**src/rtl/ils_pkg.sv**
```systemverilog
// Shared constants and types for the indexed list store.
// No dependencies; imported by every module of the block.
package ils_pkg;

    localparam int ILS_CAP   = 64;
    localparam int IDX_W     = $clog2(ILS_CAP);
    localparam int CNT_W     = $clog2(ILS_CAP + 1);
    localparam int DATA_W    = 32;
    localparam int POS_W     = 16;
    localparam int KIND_W    = 3;
    localparam int STAT_W    = 2;
    localparam int AT_W      = POS_W + 1;
    localparam int ILS_GRP   = 8;
    localparam int ILS_NGRP  = (ILS_CAP + ILS_GRP - 1) / ILS_GRP;

    localparam logic [KIND_W-1:0] REQ_READ      = 3'd0;
    localparam logic [KIND_W-1:0] REQ_INS_FRONT = 3'd1;
    localparam logic [KIND_W-1:0] REQ_APPEND    = 3'd2;
    localparam logic [KIND_W-1:0] REQ_INS_AT    = 3'd3;
    localparam logic [KIND_W-1:0] REQ_DELETE    = 3'd4;

    localparam logic [STAT_W-1:0] ST_DONE  = 2'd0;
    localparam logic [STAT_W-1:0] ST_RANGE = 2'd1;
    localparam logic [STAT_W-1:0] ST_FULL  = 2'd2;

    localparam logic [1:0] OP_NONE = 2'd0;
    localparam logic [1:0] OP_INS  = 2'd1;
    localparam logic [1:0] OP_DEL  = 2'd2;

    typedef struct packed {
        logic [1:0]        op;
        logic [IDX_W-1:0]  at;
        logic [DATA_W-1:0] value;
        logic [IDX_W-1:0]  rd_pos;
    } ils_cell_ctrl_t;

endpackage

```
**src/rtl/ils_cell.sv**
```systemverilog
// One storage cell of the list: holds one element, shifts with its neighbours.
// Depends on ils_pkg.
module ils_cell (
    input  logic                          aclk,
    input  logic [ils_pkg::IDX_W-1:0]     cell_idx,
    input  ils_pkg::ils_cell_ctrl_t       ctrl,
    input  logic [ils_pkg::DATA_W-1:0]    prev_data,
    input  logic [ils_pkg::DATA_W-1:0]    next_data,
    output logic [ils_pkg::DATA_W-1:0]    data,
    output logic [ils_pkg::DATA_W-1:0]    rd_data
);
    import ils_pkg::*;

    logic [DATA_W-1:0] data_reg;
    logic [DATA_W-1:0] data_next;

    always_comb begin
        data_next = data_reg;
        case (ctrl.op)
            OP_INS: begin
                if (cell_idx == ctrl.at) begin
                    data_next = ctrl.value;
                end else if (cell_idx > ctrl.at) begin
                    data_next = prev_data;
                end
            end
            OP_DEL: begin
                if (cell_idx >= ctrl.at) begin
                    data_next = next_data;
                end
            end
            default: begin
                data_next = data_reg;
            end
        endcase
    end

    always_ff @(posedge aclk) begin
        data_reg <= data_next;
    end

    assign data    = data_reg;
    // only the addressed cell drives the gather tree
    assign rd_data = (cell_idx == ctrl.rd_pos) ? data_reg : '0;

endmodule

```
**config.mk**
```make
export PLATFORM = sky130hd
export DESIGN_NAME = ils_cell
export DESIGN_NICKNAME = d
export VERILOG_FILES = /design/src/rtl/ils_pkg.sv /design/src/rtl/ils_cell.sv
export SDC_FILE = /design/constraint.sdc
export NUM_CORES = 1
export LEC_CHECK = 0
export BUFFER_PORTS_ARGS = -buffer_cell sky130_fd_sc_hd__clkbuf_2
export CORE_UTILIZATION = 39
export DETAILED_ROUTE_END_ITERATION = 10
export PLACE_DENSITY = 0.8
export SYNTH_ARGS = -nofsm -noshare
export SYNTH_HDL_FRONTEND = slang
export SYNTH_SLANG_ARGS = --single-unit
```
**constraint.sdc**
```tcl
create_clock -name aclk -period 3.4 [get_ports aclk]
set_input_delay 0.34 -clock aclk [delete_from_list [all_inputs] [get_ports aclk]]
set_output_delay 0.34 -clock aclk [all_outputs]
set_load 0.005 [all_outputs]
```
* Word level (Yosys, flattened, before mapping)
Index checks and enable logic that the tools add are counted.
Word-level totals: bits in registers 32, input port bits 117, output and inout bits 64, logic and storage cells 16
Cells by class: magnitude comparators 2, equality and inequality tests 6, multiplexer cells 5, reduce and logical (&&, ||, !) cells 2
Operators by type and width (number):
- $mux W32 | 4
- $pmux W32 S2 | 1
- $eq A6 B6 Y1 | 2
- $ge A6 B6 Y1 | 1
- $gt A6 B6 Y1 | 1
- $ne A3 B3 Y1 const B | 1
- $reduce_and A3 Y1 | 1
- $eq A2 B1 Y1 const B | 1
- $eq A2 B2 Y1 const B | 1
- $ne A2 B2 Y1 const B | 1
- $reduce_bool A2 Y1 | 1

* Longest topological paths before layout
Gate-level depths: netlist (run 1).
depth after elaboration 4, gate-level depth with buffers 7, gate-level depth less buffers 5

* Worst setup path before layout (run 1)
Ideal clock, no wire load.
path kind input -> register, start point input ctrl[43] (netlist bit), end point register data_reg[0] (netlist: data[0]), enable pin, data arrival time 2880 ps, required time 2959 ps, slack 79 ps, stages on the path 7, buffers on the path 2, cells stage by stage inv_1 -> ha_1 -> and4_1 -> buf_6 -> buf_6 -> o21ai_0 -> a31oi_1
On the way: word-level cells in the longest chain between the ends 3, elaborated cells between the ends (all ways) 6, classes of those cells 2 x order compare; 3 x eq/ne; 1 x reduce/logical
RTL lines:
- start, declared | line ils_cell.sv:6 | input ils_pkg::ils_cell_ctrl_t ctrl,
- $gt A6 B6 Y1, or another cell as far along | line ils_cell.sv:23 | end else if (cell_idx > ctrl.at) begin
- $ne A3 B3 Y1 (no source line) / $ne A2 B2 Y1 (equally long branches)
- $reduce_and A3 Y1 (no source line) (*)
- end signal, assigned | line ils_cell.sv:39 | data_reg <= data_next;
- end, declared | line ils_cell.sv:14 | logic [DATA_W-1:0] data_reg;
Every way passes the cells marked *; elsewhere a longest branch is shown, timed or not. A chain may end at the register's enable or synchronous reset.

* Worst setup path in the final report (run 1)
start point input ctrl[0] (netlist bit), end point output rd_data[29] (netlist bit)
On the way: word-level cells in the longest chain between the ends 2
RTL lines:
- $eq A6 B6 Y1 | line ils_cell.sv:44 | assign rd_data = (cell_idx == ctrl.rd_pos) ? data_reg : '0;
- $mux W32 | line ils_cell.sv:44
- end, declared | line ils_cell.sv:10 | output logic [ils_pkg::DATA_W-1:0] rd_data
No other way between the ends.

==> results.toml, run 1 <==
[finish]
fillers = 602
stdcell_count = 533
post-route-cell-area_um2 = 3730
layout-drive-gt1-share_pct = 52.6
largest_reg_flops = 32
final_nets = 580
layout_commonest_cell = "clkbuf_2"
diodes = 0
area_growth_pct = 38.2
final_cell_mix = "180 x clkbuf_2, 40 x inv_1, 33 x o21ai_0, 33 x nor2b_1"

[run]
maxCapViolations = 0

[global_routing]
grt_overflow_total = 0
grt_pass1_wl_um = 12800
grt_start_max_net_pins = 65
antenna_found_initial = 0
grt_pass1_vias = 2731
grt.total_usage_pct = 22.7

[critical_path]
cp.required_ns = 3.06
start_kind = "input pin"
slowest_delay_ns = 0.65
cp_top_family = "simple AND/OR/NAND/NOR gates"
crit_top_cell = "clkbuf_2"
path_max_fanout = 32
arrival_ns = 1.82
worstSetupEndpointType = "output pin"
crit_chain = "clkbuf_2 > xnor2_1 > nand2_1 > nor3_1 > clkbuf_2"
worst-path-buf-inv = 2
worstSetupPathType = "in -> out"
cpMaxStageDelayCell = "nand2_1"

[clocking]
holdBufCountCts = 0
cts-root-buf = "clkbuf_8"
cts_made_buffers = 5
clk_pin_slew_ns = 0.07
clock_sinks = 32
cts_tree = "yes"
htree_levels = 2
cts_max_path_buffers = 2
cts_resized = 0
post-cts-setup-buffers = 0

[yosys]
ys_seq_area_share_pct = 35.6
netlist_area_um2 = 2700
synth_edf_count = 32
ys.flop_type = "edfxtp_1"
ys_ff_latch = 32
syn_nets = 415
yosysUniqueCellTypes = 23
ys_async_sr_fraction_pct = 0
syn_area_per_cell_um2 = 9.31
synthCells = 290
yosysWarnings = 0

[routing]
dr.pass1.iters = 4
viasPerCell = 5.22
routed-via-count = 2783
drc = 0
wl_um = 8190
postRouteAntennaNets = 0
wl_per_cell_um = 15.4
drt_iter0_markers = 112

[timing]
tns_ns = 0
fmax_mhz = 463
layout_min_cycle_time_ns = 2.16
slew_violations = 0
hold_viol = 0
tightest_slew_ns = 1.14
setup_viol = 0
timing.final.ws_setup_ns = 1.24
max_slew_margin_pct = 23.8
rsz0062_at_grt = "false"
min_period_over_period_pct = 63.5

[die]
dieArea_um2 = 7260
fp-row-count = 29
chipHeight_um = 85.2
core_um2 = 6530
start_util_pct = 41.3
die_w_um = 85.2
io_pins = 181

[placement]
hpwl_um = 6020
dp.cells = 525
gp_congestion = 0.878
post-place-ws_ns = 1.17
port_buffers = 180
placed_area_um2 = 3620

[run_status]
status = "complete, no violations"

[pwr]
power_density_nw_per_um2 = 353
vdd_drop_max_mv = 0.144
power.leakage_nw = 1.69

[worst_hold_path]
hp-class = "in -> reg"
## synth_stat cells (all sizes together), types with 3 or more instances
cell type | instances | area (µm²)
nor3 | 32 | 160
a21oi | 33 | 240
o21ai | 33 | 165
xnor2 | 6 | 52.6
nor2b | 33 | 206
clkbuf | 15 | 56.3
inv | 40 | 150
a41oi | 32 | 430
edfxtp | 32 | 961
buf | 16 | 119
nand2 | 3 | 11.3
ha | 8 | 100
## cells by family after synthesis
| kind of cell | Yosys count | share of synthesized area [%] |
|---|---|---|
| AOI/OAI and AO/OA | 101 | 31.8 |
| and+or+nand+nor | 72 | 14.9 |
| xor gates and xnor gates | 6 | 1.95 |
| buffers and inverters | 71 | 12.0 |
| DFF | 32 | 35.6 |
| adders and majority gates | 8 | 3.71 |
## power by group
part           leakage, nW  internal [mW]  total (mW)  switching [mW]
sequential           0.309          0.518       0.555          0.0378
clock               0.0541          0.217       0.360           0.143
combinational         1.32          0.175       0.402           0.228
## through the flow
step / hold WS, ns / util (%) / power [mW]
after floorplan: 0.562 / - / 0.773
after global placement: 0.658 / 55.4 / 0.954
after detailed placement: 0.653 / 55.4 / 0.965
after CTS: 0.358 / 57.1 / 1.33
after global routing: 0.365 / 57.1 / 1.39
final: 0.369 / 57.1 / 1.32
## worst paths after layout
| kind | start | to | slack [ns] | depth (start not counted) |
|---|---|---|---|---|
| max | ctrl[0] | rd_data[29] | 1.24 | 5 |
| min | next_data[19] | data[19]$_DFFE_PP_ | 0.37 | 3 |
## area by class of cell
type	count	area [µm²]	share of cell area, %
timing repair buffer	189	981	26.3
clock inverter	3	42.5	1.14
tap	77	96.3	2.58
sequential	32	961	25.7
clock buffer	5	68.8	1.84
multi-input combinational	187	1430	38.4
inverter	40	150	4.02
## layer usage
metal	global-route usage (%)	up-vias	routed length (µm)
met5	0	-	0
met4	8.47	0	149
met3	4.18	12	467
met2	40.8	118	4230
met1	26.9	1277	3340
li1	-	1376	-
No activity file was read; power rests on OpenSTA's default activity.
==> run 2: changes to the inputs <==
--- a/config.mk
+++ b/config.mk
@@ -6,7 +6,7 @@
 export NUM_CORES = 1
 export LEC_CHECK = 0
 export BUFFER_PORTS_ARGS = -buffer_cell sky130_fd_sc_hd__clkbuf_2
-export CORE_UTILIZATION = 39
+export CORE_UTILIZATION = 41
 export DETAILED_ROUTE_END_ITERATION = 10
 export PLACE_DENSITY = 0.8
 export SYNTH_ARGS = -nofsm -noshare
==> constraint.sdc (replaced) <==
create_clock -name aclk -period 2.2 [get_ports aclk]
set_input_delay 0.22 -clock aclk [delete_from_list [all_inputs] [get_ports aclk]]
set_output_delay 0.22 -clock aclk [all_outputs]
set_load 0.005 [all_outputs]
==> run 2 against run 1 <==
Die area is 4.8% lower. Final cell count is 0.94% higher. Worst setup slack worse by 0.61 ns. Combinational power is 56% higher. Wire length is 3.5% lower. Total power is 45% higher. Count of clock-buffer cells in the layout stayed put. Critical endpoint is now data[19]$_DFFE_PP_. Non-clock buffer count is 5 higher. Flip-flop and latch count stayed put. Largest power group unchanged. Largest cell class unchanged. Highest routed layer unchanged. Via count is 3.6% higher. Core utilization is 1.6 points higher.
==> results.toml, run 2 (same netlist as run 1, synthesis figures left out) <==
[critical_path]
start_kind = "input pin"
cp_top_family = "compound AO/OA/AOI/OAI gates"
crit_chain = "clkbuf_2 > ha_1 > nand4_1 > o22a_1 > a31oi_4 > buf_4"
cpMaxStageDelayCell = "ha_1"
cp.required_ns = 2.16
arrival_ns = 1.52
worstSetupPathType = "in -> reg"
worstSetupEndpointType = "flip-flop"
slowest_delay_ns = 0.34
path_max_fanout = 19
worst-path-buf-inv = 2

[timing]
slew_violations = 0
layout_min_cycle_time_ns = 1.56
fmax_mhz = 640
setup_viol = 0
max_slew_margin_pct = 54.3
min_period_over_period_pct = 71.0
tns_ns = 0
rsz0062_at_grt = "false"
timing.final.ws_setup_ns = 0.637
tightest_slew_ns = 0.685
hold_viol = 0

[clocking]
clock_sinks = 32
cts_resized = 0
htree_levels = 2
clk_pin_slew_ns = 0.07
post-cts-setup-buffers = 0
holdBufCountCts = 0
cts_max_path_buffers = 2
cts_tree = "yes"
cts_made_buffers = 5
cts-root-buf = "clkbuf_8"

[pwr]
p_seq_share_pct = 44.9
switching_share_pct = 32.4
power.leakage_nw = 1.70
p_switching_mw = 0.619
clockPowerShare_pct = 22.2
power_density_nw_per_um2 = 512
vdd_drop_max_mv = 0.304
p_comb_share_pct = 32.8
intPower_mw = 1.29

[routing]
dr.pass1.iters = 5
wl_per_cell_um = 14.7
wl_um = 7900
drc = 0
viasPerCell = 5.36
routed-via-count = 2882
drt_iter0_markers = 186
postRouteAntennaNets = 0

[placement]
port_buffers = 180
placed_area_um2 = 3650
hpwl_um = 5980
post-place-ws_ns = 0.348
gp_congestion = 0.895

[finish]
fillers = 559
layout-drive-gt1-share_pct = 52.9
final-seq-area_um2 = 961
final_nets = 585
fin_util_pct = 58.7
largest_reg_flops = 32
final_cell_mix = "180 x clkbuf_2, 40 x inv_1, 33 x o21ai_0, 33 x nor2b_1"
diodes = 0
area_growth_pct = 38.1
multiInputGateArea_um2 = 1430
post-route-cell-area_um2 = 3730
layout_commonest_cell = "clkbuf_2"

[worst_hold_path]
hp-class = "in -> reg"

[die]
fp-row-count = 29
start_util_pct = 42.5
core_um2 = 6350
chipHeight_um = 83.2
die_w_um = 83.2
dieArea_um2 = 6910
io_pins = 181

[run_status]
status = "complete, no violations"

[global_routing]
grt_pass1_wl_um = 12900
grt_overflow_total = 0
grt_pass1_vias = 2749
grt.total_usage_pct = 23.3
grt_start_max_net_pins = 65
antenna_found_initial = 0

[run]
maxCapViolations = 0
==> run 2: changes by cell type in the layout (fill, tap and decap cells not counted), sizes merged <==
cell,previous run,this run
buf,9,14
bufinv,1,0
clkinv,1,3
clkinvlp,1,0
==> run 2: through the flow <==
step	std cells	total power [mW]	hold slack, ns
floorplan	290	1.20	0.442
global placement	530	1.48	0.534
finish	538	1.91	0.253
detailed placement	530	1.50	0.535
CTS	538	1.93	0.246
global route	538	2.03	0.242
==> run 2: per-layer routing <==
| layer | up-vias | global-route usage (%) | routed length [µm] | share of wire, % |
|---|---|---|---|---|
| met2 | 149 | 42.3 | 4120 | 52 |
| met1 | 1328 | 26.9 | 3070 | 39 |
| met3 | 19 | 4.77 | 514 | 6.5 |
| met5 | - | 0 | 0 | 0 |
| li1 | 1386 | - | - | - |
| met4 | 0 | 8.15 | 195 | 2.5 |
==> run 2: final cells by class <==
class	instances	share of cell area, %
clock inverters	3	0.369
clock buffers	5	1.85
inverters	40	4.03
repair buffers	194	27.0
flip-flops and latches	32	25.8
well taps	77	2.58
multi-input cells	187	38.4
==> run 2: final timing paths <==
kind	start	endpoint	cells after the start
worst min-delay path	next_data[13]	data[13]$_DFFE_PP_	3
worst max-delay path	cell_idx[5]	data[19]$_DFFE_PP_	6
==> run 2: power groups by stage <==
stage               registers [mW]  clock network (mW)  logic (mW)
CTS                          0.859               0.441       0.628
finish                       0.858               0.424       0.627
global route                 0.871               0.468       0.691
floorplan                    0.870                   0       0.327
global placement             0.868                   0       0.608
detailed placement           0.870                   0       0.625
